===== config.mk =====
export PLATFORM = sky130hd
export DESIGN_NAME = plain_text_to_html_stream
export DESIGN_NICKNAME = d
export VERILOG_FILES = /design/src/sv/ptxh_pkg.sv /design/src/sv/ptxh_front.sv /design/src/sv/ptxh_queue.sv /design/src/sv/ptxh_back.sv /design/src/sv/plain_text_to_html_stream.sv
export SDC_FILE = /design/constraint.sdc
export NUM_CORES = 1
export LEC_CHECK = 0
export BUFFER_PORTS_ARGS = -buffer_cell sky130_fd_sc_hd__buf_4
export CELL_PAD_IN_SITES_DETAIL_PLACEMENT = 0
export CELL_PAD_IN_SITES_GLOBAL_PLACEMENT = 1
export CORE_MARGIN = 3
export CORE_UTILIZATION = 50
export CTS_CLUSTER_DIAMETER = 30
export DETAILED_ROUTE_END_ITERATION = 8
export GPL_ROUTABILITY_DRIVEN = 0
export GPL_TIMING_DRIVEN = 0
export HOLD_SLACK_MARGIN = 0.12
export PLACE_DENSITY_LB_ADDON = 0.1
export SYNTH_ARGS = -nofsm -noshare
export SYNTH_HDL_FRONTEND = slang
export SYNTH_SLANG_ARGS = --single-unit

===== constraint.sdc =====
create_clock -name clock -period 13.81 [get_ports clock]
set_input_delay 2.0715 -clock clock [delete_from_list [all_inputs] [get_ports clock]]
set_output_delay 2.0715 -clock clock [all_outputs]
set_load 0.05 [all_outputs]

===== src/sv/ptxh_pkg.sv =====
// Shared types, constants and text tables for the plain text to HTML stream block.
package ptxh_pkg;

   localparam int TAB_WIDTH_DEF = 8;
   localparam int TAB_WIDTH_MAX = 16;
   localparam int MAX_RESULTS   = 17;
   localparam int SLOTS         = 3;
   localparam int SLOT_W        = 2;
   localparam int POS_W         = 5;
   localparam int CNT_W         = 5;
   localparam int NBSP_CNT_W    = 5;
   localparam int QUEUE_DEPTH   = 4;

   localparam logic [15:0] CODE_TAB  = 16'h0009;
   localparam logic [15:0] CODE_LF   = 16'h000A;
   localparam logic [15:0] CODE_LT   = 16'h003C;
   localparam logic [15:0] CODE_GT   = 16'h003E;
   localparam logic [15:0] CODE_AMP  = 16'h0026;
   localparam logic [15:0] CODE_NBSP = 16'h00A0;

   typedef enum logic [3:0] {
      SEG_NONE,
      SEG_P_OPEN,
      SEG_BR,
      SEG_P_CLOSE_NL,
      SEG_P_CLOSE,
      SEG_LT,
      SEG_GT,
      SEG_AMP,
      SEG_CHAR,
      SEG_NBSP
   } seg_kind_type;

   typedef struct packed {
      seg_kind_type [SLOTS-1:0]  seg;
      logic [15:0]               code;
      logic [NBSP_CNT_W-1:0]     nbsp_cnt;
      logic                      last;
   } cmd_type;

   function automatic logic is_space(input logic [15:0] c);
      return (c >= 16'h0009 && c <= 16'h000D) || c == 16'h0020 || c == 16'h0085 ||
             c == 16'h00A0 || c == 16'h1680 || (c >= 16'h2000 && c <= 16'h200A) ||
             c == 16'h2028 || c == 16'h2029 || c == 16'h202F || c == 16'h205F ||
             c == 16'h3000;
   endfunction

   function automatic logic [POS_W-1:0] seg_len(input seg_kind_type kind,
                                                 input logic [NBSP_CNT_W-1:0] nbsp_cnt);
      logic [POS_W-1:0] len;
      case (kind)
         SEG_P_OPEN:     len = POS_W'(3);
         SEG_BR:         len = POS_W'(5);
         SEG_P_CLOSE_NL: len = POS_W'(5);
         SEG_P_CLOSE:    len = POS_W'(4);
         SEG_LT:         len = POS_W'(4);
         SEG_GT:         len = POS_W'(4);
         SEG_AMP:        len = POS_W'(5);
         SEG_NBSP:       len = POS_W'(nbsp_cnt);
         default:        len = POS_W'(1);
      endcase
      return len;
   endfunction

   function automatic logic [15:0] seg_char(input seg_kind_type kind,
                                            input logic [POS_W-1:0] pos,
                                            input logic [15:0] code);
      logic [7:0] ch;
      ch = 8'h00;
      case (kind)
         SEG_P_OPEN: begin
            case (pos)
               POS_W'(0): ch = 8'h3C;
               POS_W'(1): ch = 8'h70;
               default:   ch = 8'h3E;
            endcase
         end
         SEG_BR: begin
            case (pos)
               POS_W'(0): ch = 8'h3C;
               POS_W'(1): ch = 8'h62;
               POS_W'(2): ch = 8'h72;
               POS_W'(3): ch = 8'h3E;
               default:   ch = 8'h0A;
            endcase
         end
         SEG_P_CLOSE_NL, SEG_P_CLOSE: begin
            case (pos)
               POS_W'(0): ch = 8'h3C;
               POS_W'(1): ch = 8'h2F;
               POS_W'(2): ch = 8'h70;
               POS_W'(3): ch = 8'h3E;
               default:   ch = 8'h0A;
            endcase
         end
         SEG_LT: begin
            case (pos)
               POS_W'(0): ch = 8'h26;
               POS_W'(1): ch = 8'h6C;
               POS_W'(2): ch = 8'h74;
               default:   ch = 8'h3B;
            endcase
         end
         SEG_GT: begin
            case (pos)
               POS_W'(0): ch = 8'h26;
               POS_W'(1): ch = 8'h67;
               POS_W'(2): ch = 8'h74;
               default:   ch = 8'h3B;
            endcase
         end
         SEG_AMP: begin
            case (pos)
               POS_W'(0): ch = 8'h26;
               POS_W'(1): ch = 8'h61;
               POS_W'(2): ch = 8'h6D;
               POS_W'(3): ch = 8'h70;
               default:   ch = 8'h3B;
            endcase
         end
         default: ch = 8'h00;
      endcase
      if (kind == SEG_CHAR) begin
         return code;
      end else if (kind == SEG_NBSP) begin
         return CODE_NBSP;
      end
      return {8'h00, ch};
   endfunction

endpackage


===== src/sv/ptxh_front.sv =====
// Front end: accepts input words, tracks line state and turns each word into a segment command.
module ptxh_front #(
   parameter int TAB_WIDTH = ptxh_pkg::TAB_WIDTH_DEF
) (
   input  logic              clock,
   input  logic              reset,
   input  logic              req_valid,
   input  logic [15:0]       req_char_code,
   input  logic              req_last_char,
   input  logic              csr_valid,
   input  logic              csr_pre_mode,
   input  logic              q_full,
   output logic              req_ready,
   output logic              q_push,
   output ptxh_pkg::cmd_type q_push_data
);

   localparam int COL_W = $clog2(TAB_WIDTH);

   logic             pre_mode_ff, pre_mode_in;
   logic             in_msg_ff, in_msg_in;
   logic [1:0]       pend_ff, pend_in;
   logic [COL_W-1:0] col_ff, col_in;
   logic             nonempty_ff, nonempty_in;
   logic             at_start_ff, at_start_in;

   ptxh_pkg::seg_kind_type cand [5];
   ptxh_pkg::cmd_type      cmd;
   logic [2:0]             n;
   logic                   keep;
   logic                   accept;
   logic [COL_W-1:0]       col_inc;

   assign req_ready = !q_full;
   assign accept    = req_valid && req_ready;
   assign col_inc   = (col_ff == COL_W'(TAB_WIDTH - 1)) ? '0 : col_ff + 1'b1;

   always_comb begin
      for (int i = 0; i < 5; i++) begin
         cand[i] = ptxh_pkg::SEG_NONE;
      end
      pend_in     = pend_ff;
      col_in      = col_ff;
      nonempty_in = nonempty_ff;
      at_start_in = at_start_ff;
      in_msg_in   = 1'b1;
      keep        = 1'b0;
      cmd.code     = req_char_code;
      cmd.nbsp_cnt = ptxh_pkg::NBSP_CNT_W'(1);
      cmd.last     = req_last_char;

      if (!in_msg_ff) begin
         cand[0] = ptxh_pkg::SEG_P_OPEN;
      end

      if (req_char_code == ptxh_pkg::CODE_LF) begin
         case (pend_ff)
            2'd0:    pend_in = 2'd1;
            2'd1: begin
               cand[1] = ptxh_pkg::SEG_P_CLOSE_NL;
               pend_in = 2'd2;
            end
            default: cand[1] = ptxh_pkg::SEG_BR;
         endcase
         col_in      = '0;
         nonempty_in = 1'b0;
         at_start_in = 1'b1;
      end else begin
         // close the held newline run
         case (pend_ff)
            2'd1:    cand[1] = ptxh_pkg::SEG_BR;
            2'd2:    cand[1] = ptxh_pkg::SEG_P_OPEN;
            default: cand[1] = ptxh_pkg::SEG_NONE;
         endcase
         pend_in = 2'd0;
         col_in  = col_inc;
         if (pre_mode_ff && req_char_code == ptxh_pkg::CODE_TAB) begin
            cand[2]      = ptxh_pkg::SEG_NBSP;
            cmd.nbsp_cnt = ptxh_pkg::NBSP_CNT_W'(TAB_WIDTH) -
                           ptxh_pkg::NBSP_CNT_W'(col_ff);
            col_in       = COL_W'(1);
            keep         = at_start_ff;
         end else if ((at_start_ff || pre_mode_ff) && ptxh_pkg::is_space(req_char_code)) begin
            cand[2] = ptxh_pkg::SEG_NBSP;
            keep    = at_start_ff;
         end else if (req_char_code == ptxh_pkg::CODE_LT) begin
            cand[2] = ptxh_pkg::SEG_LT;
         end else if (req_char_code == ptxh_pkg::CODE_GT) begin
            cand[2] = ptxh_pkg::SEG_GT;
         end else if (req_char_code == ptxh_pkg::CODE_AMP) begin
            cand[2] = ptxh_pkg::SEG_AMP;
         end else begin
            cand[2] = ptxh_pkg::SEG_CHAR;
         end
         nonempty_in = 1'b1;
         at_start_in = keep;
      end

      if (req_last_char) begin
         case (pend_in)
            2'd1:    cand[3] = ptxh_pkg::SEG_BR;
            2'd2:    cand[3] = ptxh_pkg::SEG_P_OPEN;
            default: cand[3] = ptxh_pkg::SEG_NONE;
         endcase
         if (nonempty_in) begin
            cand[4] = ptxh_pkg::SEG_P_CLOSE;
         end
         in_msg_in   = 1'b0;
         pend_in     = 2'd0;
         col_in      = '0;
         nonempty_in = 1'b0;
         at_start_in = 1'b1;
      end

      // pack the present segments to the low slots
      for (int s = 0; s < ptxh_pkg::SLOTS; s++) begin
         cmd.seg[s] = ptxh_pkg::SEG_NONE;
      end
      n = 3'd0;
      for (int i = 0; i < 5; i++) begin
         if (cand[i] != ptxh_pkg::SEG_NONE && n < 3'(ptxh_pkg::SLOTS)) begin
            cmd.seg[n[ptxh_pkg::SLOT_W-1:0]] = cand[i];
            n = n + 3'd1;
         end
      end
   end

   // drop commands that emit nothing
   assign q_push      = accept && (cmd.seg[0] != ptxh_pkg::SEG_NONE);
   assign q_push_data = cmd;
   assign pre_mode_in = csr_valid ? csr_pre_mode : pre_mode_ff;

   always_ff @(posedge clock) begin
      if (reset) begin
         pre_mode_ff <= 1'b0;
         in_msg_ff   <= 1'b0;
         pend_ff     <= 2'd0;
         col_ff      <= '0;
         nonempty_ff <= 1'b0;
         at_start_ff <= 1'b1;
      end else begin
         pre_mode_ff <= pre_mode_in;
         if (accept) begin
            in_msg_ff   <= in_msg_in;
            pend_ff     <= pend_in;
            col_ff      <= col_in;
            nonempty_ff <= nonempty_in;
            at_start_ff <= at_start_in;
         end
      end
   end

endmodule


===== src/sv/ptxh_queue.sv =====
// Command queue between the front and back ends.
module ptxh_queue (
   input  logic              clock,
   input  logic              reset,
   input  logic              push,
   input  ptxh_pkg::cmd_type push_data,
   input  logic              pop,
   output ptxh_pkg::cmd_type head,
   output logic              full,
   output logic              empty
);

   localparam int PTR_W = $clog2(ptxh_pkg::QUEUE_DEPTH);
   localparam int CNT_W = $clog2(ptxh_pkg::QUEUE_DEPTH + 1);

   ptxh_pkg::cmd_type store_ff [ptxh_pkg::QUEUE_DEPTH];
   logic [PTR_W-1:0]  wr_ptr_ff, wr_ptr_in;
   logic [PTR_W-1:0]  rd_ptr_ff, rd_ptr_in;
   logic [CNT_W-1:0]  count_ff, count_in;

   assign full  = (count_ff == CNT_W'(ptxh_pkg::QUEUE_DEPTH));
   assign empty = (count_ff == '0);
   assign head  = store_ff[rd_ptr_ff];

   always_comb begin
      wr_ptr_in = push ? wr_ptr_ff + 1'b1 : wr_ptr_ff;
      rd_ptr_in = pop  ? rd_ptr_ff + 1'b1 : rd_ptr_ff;
      count_in  = count_ff + CNT_W'(push) - CNT_W'(pop);
   end

   always_ff @(posedge clock) begin
      if (reset) begin
         wr_ptr_ff <= '0;
         rd_ptr_ff <= '0;
         count_ff  <= '0;
      end else begin
         wr_ptr_ff <= wr_ptr_in;
         rd_ptr_ff <= rd_ptr_in;
         count_ff  <= count_in;
      end
   end

   always_ff @(posedge clock) begin
      if (push) begin
         store_ff[wr_ptr_ff] <= push_data;
      end
   end

endmodule


===== src/sv/ptxh_back.sv =====
// Back end: expands segment commands into output words, one word per cycle while rsp_ready is high.
module ptxh_back (
   input  logic              clock,
   input  logic              reset,
   input  ptxh_pkg::cmd_type head,
   input  logic              q_empty,
   input  logic              rsp_ready,
   output logic              q_pop,
   output logic              rsp_valid,
   output logic [15:0]       rsp_out_code,
   output logic              rsp_out_last
);

   logic [ptxh_pkg::SLOT_W-1:0] slot_ff, slot_in;
   logic [ptxh_pkg::POS_W-1:0]  pos_ff, pos_in;
   logic [ptxh_pkg::CNT_W-1:0]  cnt_ff, cnt_in;
   logic                        rsp_valid_ff, rsp_valid_in;
   logic [15:0]                 rsp_code_ff, rsp_code_in;
   logic                        rsp_last_ff, rsp_last_in;

   ptxh_pkg::seg_kind_type kind, next_kind;
   logic [ptxh_pkg::POS_W-1:0] len;
   logic                       seg_end, cmd_end, load;

   always_comb begin
      kind = head.seg[slot_ff];
      case (slot_ff)
         ptxh_pkg::SLOT_W'(0): next_kind = head.seg[1];
         ptxh_pkg::SLOT_W'(1): next_kind = head.seg[2];
         default:              next_kind = ptxh_pkg::SEG_NONE;
      endcase
      len     = ptxh_pkg::seg_len(kind, head.nbsp_cnt);
      seg_end = (pos_ff == len - 1'b1);
      // stop at the end of the command or at the word limit
      cmd_end = (seg_end && next_kind == ptxh_pkg::SEG_NONE) ||
                (cnt_ff == ptxh_pkg::CNT_W'(ptxh_pkg::MAX_RESULTS - 1));
      load    = !q_empty && (!rsp_valid_ff || rsp_ready);

      slot_in      = slot_ff;
      pos_in       = pos_ff;
      cnt_in       = cnt_ff;
      rsp_code_in  = rsp_code_ff;
      rsp_last_in  = rsp_last_ff;
      rsp_valid_in = rsp_valid_ff && !rsp_ready;
      q_pop        = 1'b0;

      if (load) begin
         rsp_valid_in = 1'b1;
         rsp_code_in  = ptxh_pkg::seg_char(kind, pos_ff, head.code);
         rsp_last_in  = head.last && cmd_end;
         if (cmd_end) begin
            slot_in = '0;
            pos_in  = '0;
            cnt_in  = '0;
            q_pop   = 1'b1;
         end else if (seg_end) begin
            slot_in = slot_ff + 1'b1;
            pos_in  = '0;
            cnt_in  = cnt_ff + 1'b1;
         end else begin
            pos_in = pos_ff + 1'b1;
            cnt_in = cnt_ff + 1'b1;
         end
      end
   end

   assign rsp_valid    = rsp_valid_ff;
   assign rsp_out_code = rsp_code_ff;
   assign rsp_out_last = rsp_last_ff;

   always_ff @(posedge clock) begin
      if (reset) begin
         slot_ff      <= '0;
         pos_ff       <= '0;
         cnt_ff       <= '0;
         rsp_valid_ff <= 1'b0;
      end else begin
         slot_ff      <= slot_in;
         pos_ff       <= pos_in;
         cnt_ff       <= cnt_in;
         rsp_valid_ff <= rsp_valid_in;
      end
   end

   always_ff @(posedge clock) begin
      rsp_code_ff <= rsp_code_in;
      rsp_last_ff <= rsp_last_in;
   end

endmodule


===== src/sv/plain_text_to_html_stream.sv =====
// Top level of the plain text to HTML stream converter.
//
//   channel   direction  handshake            payload
//   req       in         req_valid/req_ready  req_char_code[15:0], req_last_char
//   rsp       out        rsp_valid/rsp_ready  rsp_out_code[15:0], rsp_out_last
//   csr       in         csr_valid/csr_ready  csr_pre_mode
//
// The front takes one input word per cycle while the 4-entry command queue has room.
// The back sends one output word per cycle while rsp_ready is high; an input word
// yields 1 to 17 output words, and a held newline yields none.
// Reset is synchronous and clears the line state, the queue and pre_mode.
// A stalled rsp side fills the queue and then drops req_ready; csr is always ready.
module plain_text_to_html_stream #(
   parameter int TAB_WIDTH = ptxh_pkg::TAB_WIDTH_DEF
) (
   input  logic        clock,
   input  logic        reset,
   input  logic        req_valid,
   output logic        req_ready,
   input  logic [15:0] req_char_code,
   input  logic        req_last_char,
   output logic        rsp_valid,
   input  logic        rsp_ready,
   output logic [15:0] rsp_out_code,
   output logic        rsp_out_last,
   input  logic        csr_valid,
   output logic        csr_ready,
   input  logic        csr_pre_mode
);

   ptxh_pkg::cmd_type q_push_data, q_head;
   logic              q_push, q_pop, q_full, q_empty;

   assign csr_ready = 1'b1;

   ptxh_front #(
      .TAB_WIDTH (TAB_WIDTH)
   ) u_front (
      .clock         (clock),
      .reset         (reset),
      .req_valid     (req_valid),
      .req_char_code (req_char_code),
      .req_last_char (req_last_char),
      .csr_valid     (csr_valid),
      .csr_pre_mode  (csr_pre_mode),
      .q_full        (q_full),
      .req_ready     (req_ready),
      .q_push        (q_push),
      .q_push_data   (q_push_data)
   );

   ptxh_queue u_queue (
      .clock     (clock),
      .reset     (reset),
      .push      (q_push),
      .push_data (q_push_data),
      .pop       (q_pop),
      .head      (q_head),
      .full      (q_full),
      .empty     (q_empty)
   );

   ptxh_back u_back (
      .clock        (clock),
      .reset        (reset),
      .head         (q_head),
      .q_empty      (q_empty),
      .rsp_ready    (rsp_ready),
      .q_pop        (q_pop),
      .rsp_valid    (rsp_valid),
      .rsp_out_code (rsp_out_code),
      .rsp_out_last (rsp_out_last)
   );

   a_no_push_when_full: assert property (@(posedge clock) disable iff (reset)
      q_full |-> !q_push)
      else $error("push into full queue");

   a_push_leaves_entry: assert property (@(posedge clock) disable iff (reset)
      q_push |=> !q_empty)
      else $error("queue empty after push");

   a_pop_loads_output: assert property (@(posedge clock) disable iff (reset)
      q_pop |=> rsp_valid)
      else $error("command retired without an output word");

   a_no_pop_when_empty: assert property (@(posedge clock) disable iff (reset)
      q_empty |-> !q_pop)
      else $error("pop from empty queue");

endmodule

==> impl_metrics.toml <==
[clock_tree]
cts.clk_slew.worst_paths_ns = 0.07
cts_resized = 0
cts_tree = "done"
clk_latency_ns = 0.43
cts_sinks = 179
clock_path_buffers = 2
cts-buffers-inserted = 17
root_buffer = "clkbuf_16"
postCtsSetupRepairBufs = 0
htree_levels = 4
hold_buffers = 0

[die]
die_x_um = 138
ios = 43
die-area_mm2 = 0.0192
core_mm2 = 0.0169
die_h_um = 138
floorplan.initialDensity_pct = 52.0
row_count = 47

[sta]
slew_headroom_pct = 20.7
setup_ws_ns = 6.73
finalCritPeriodShare_pct = 51.3
worst_slew_pin_slew_ns = 1.16
clock-skew-final_ns = 0.0152
setup_tns_ns = 0
final.min_clock_period_ns = 7.08
timing.fmax_mhz = 141
hold_viol_final = 0
setup_violations = 0
rsz0062_at_grt = "false"
drv_slew = 0
hold_slack_ns = 0.467

[logic_synthesis]
async_flop_share_pct = 0
seq_area_frac_synth_pct = 57.8
ys.flop_type = "edfxtp_1"
ys_warn_count = 0
syn_area_mm2 = 0.00877
syn-num-nets = 741
synth_edf_count = 149
synthDistinctLibCells = 83
avgSynthCellArea_um2 = 12.8
ys_seq_elements = 179
synthCells = 688

[global_route]
grt_overflow = 0
grt_pass1_wl_um = 31100
grtUsageTotal_pct = 20.6
grt_max_degree = 33
antenna_found_initial = 1
grt_pass1_vias = 5752

[outcome]
status = "completed"

[placement]
place_inst = 953
numPortBuffers = 41
pre_cts_ws_ns = 6.43
dp_hpwl_um = 13800

[cells_and_area]
finalNonFillerCells = 984
nNetsFinal = 805
drive_above_1_share_pct = 17.5
syn2layout_area_growth_pct = 14.1
antenna_cells = 0
seqCellArea_mm2 = 0.00507
fillCellCount = 1321
multi_input_area_mm2 = 0.00342

[worst_setup_path]
cp-startpoint = "req_char_code[8]"
path_max_fanout = 10
arrival_ns = 7.14
end_kind = "flip-flop"
startpoint_type = "input port"
crit_required_ns = 13.87
path_class = "in -> reg"

[flow_run]
maxCapViolations = 0

[routing]
vias = 5856
ant_nets = 0
drcViolationCount = 0
first_pass_iters = 5
vias_per_cell = 5.95
first_iter_violations = 436
routed_wl_um = 19400
wl_per_cell_um = 19.7

[hold_path]
min-delay-start = "u_front.at_start_ff"
hold_class = "reg -> reg"

[pwr]
vdd.ir_drop.worst_v = 0.000118
power_density_mw_per_mm2 = 179
p_leak_nw = 3.44
-- routing by layer --
| layer | routed length [µm] | global-route usage, % |
|---|---|---|
| met5 | 0 | 0 |
| met4 | 279 | 5.36 |
| met3 | 917 | 3.97 |
| met2 | 9600 | 34.3 |
| met1 | 8630 | 28.0 |
-- per-stage QoR --
stage,util [%],cell area (µm²),power (W)
after floorplan,-,8770,0.00115
after global placement,55.4,9360,0.00131
after detailed placement,55.9,9440,0.00133
after CTS,59.3,10000,0.00180
after global routing,59.3,10000,0.00189
final,59.3,10000,0.00179
-- power breakdown --
part | leakage [nW] | switching [W] | internal (W)
registers | 1.63 | 0.0000268 | 0.000680
logic | 1.53 | 0.000414 | 0.000201
clock network | 0.277 | 0.000215 | 0.000255
-- cells by family (layout without fill, tap and decap cells) --
| group | after synthesis | in the layout | synth area share, % |
|---|---|---|---|
| AO/OA/AOI/OAI | 126 | 126 | 10.5 |
| XOR/XNOR | 8 | 8 | 0.799 |
| adder cells (fa/ha/maj) | 30 | 30 | 4.45 |
| buffers and inverters | 63 | 139 | 3.19 |
| flip-flops | 179 | 179 | 57.8 |
| multiplexers | 48 | 48 | 9.45 |
| other | 1 | 1 | 0.0427 |
| AND/OR/NAND/NOR | 233 | 233 | 13.7 |
-- critical path: stages --
cell and delay, ns:
buf_4 0.13, or4_1 0.56, or3_1 0.48, nor3_4 0.48
clkinv_1 0.39, o21bai_1 0.32, o21ai_0 0.11, or2_2 0.34
ha_1 0.36, o21ai_0 0.27, o21ai_2 0.14, inv_1 0.11
ha_1 0.15, nand2_1 0.08, and4_1 0.21, a2111oi_0 0.91
-- synthesized netlist by cell type (6+ instances only) --
cell      number  area share (%)
a21oi_1       26             1.5
o21ai_0       27             1.5
nor2_1        52             2.2
nand2_1       48             2.1
or3_1          7            0.50
ha_1          28             4.0
nand4_1        7            0.50
inv_1         29             1.2
nand2b_1       9            0.64
nor2b_1       11            0.78
and3_1        15             1.1
a31oi_1        6            0.43
edfxtp_1     149              51
mux2i_1       18             2.1
mux4_2        25             6.4
o22ai_1        6            0.43
nor3_1        21             1.2
dfxtp_1       30             6.8
nand3_1       27             1.5
clkbuf_1      20            0.86
and2_1         6            0.43
xnor2_1        6            0.60
-- final timing paths --
check / to / slack [ns] / cells after the start
max reg2reg: u_queue.count_ff[1] / 8.78 / 20
max: u_queue.store_ff[0][22] / 6.73 / 16
min: u_front.at_start_ff / 0.47 / 1
min reg2reg: u_front.at_start_ff / 0.47 / 1
-- layout by cell type (no fill, tap or decap), drive strengths merged, types with 4 or more instances in the layout --
master   instances
a21oi           27
and3            15
nor2            52
edfxtp         149
nand3           27
nand2           50
nand2b           9
dfxtp           30
o22ai            6
clkbuf          38
mux2i           18
nor4             5
nor3b            4
o31ai            4
mux4            27
xnor2            6
buf             58
o21ai           31
a211oi           5
a2111oi          5
or3              7
nor2b           11
a22oi            5
clkinv           4
nand4            7
and2             7
inv             37
a32oi            4
nor3            22
ha              28
nand3b           4
a31oi            7
o211ai           4
-- layout make-up --
type | instances | area share [%]
Tap cell | 220 | 2.75
Multi-Input combinational cell | 446 | 34.2
Buffer | 33 | 1.67
Timing Repair Buffer | 45 | 3.87
Sequential cell | 179 | 50.7
Inverter | 30 | 1.12
Clock inverter | 13 | 1.39
Clock buffer | 18 | 4.29
-- flip-flops by register name (all words and copies together), names as in the netlist, named ones only --
name,count
u_back.pos_ff,5
u_front.pend_ff,2
u_back.cnt_ff,5
u_queue.rd_ptr_ff,2
u_queue.store_ff,132
u_front.at_start_ff,1
u_back.rsp_out_last,1
u_back.slot_ff,2
u_front.pre_mode_ff,1
u_front.in_msg_ff,1
u_back.rsp_out_code,16
u_queue.count_ff,3
u_queue.wr_ptr_ff,2
u_back.rsp_valid,1
u_front.col_ff,3
No activity file was read; power rests on OpenSTA's default activity.
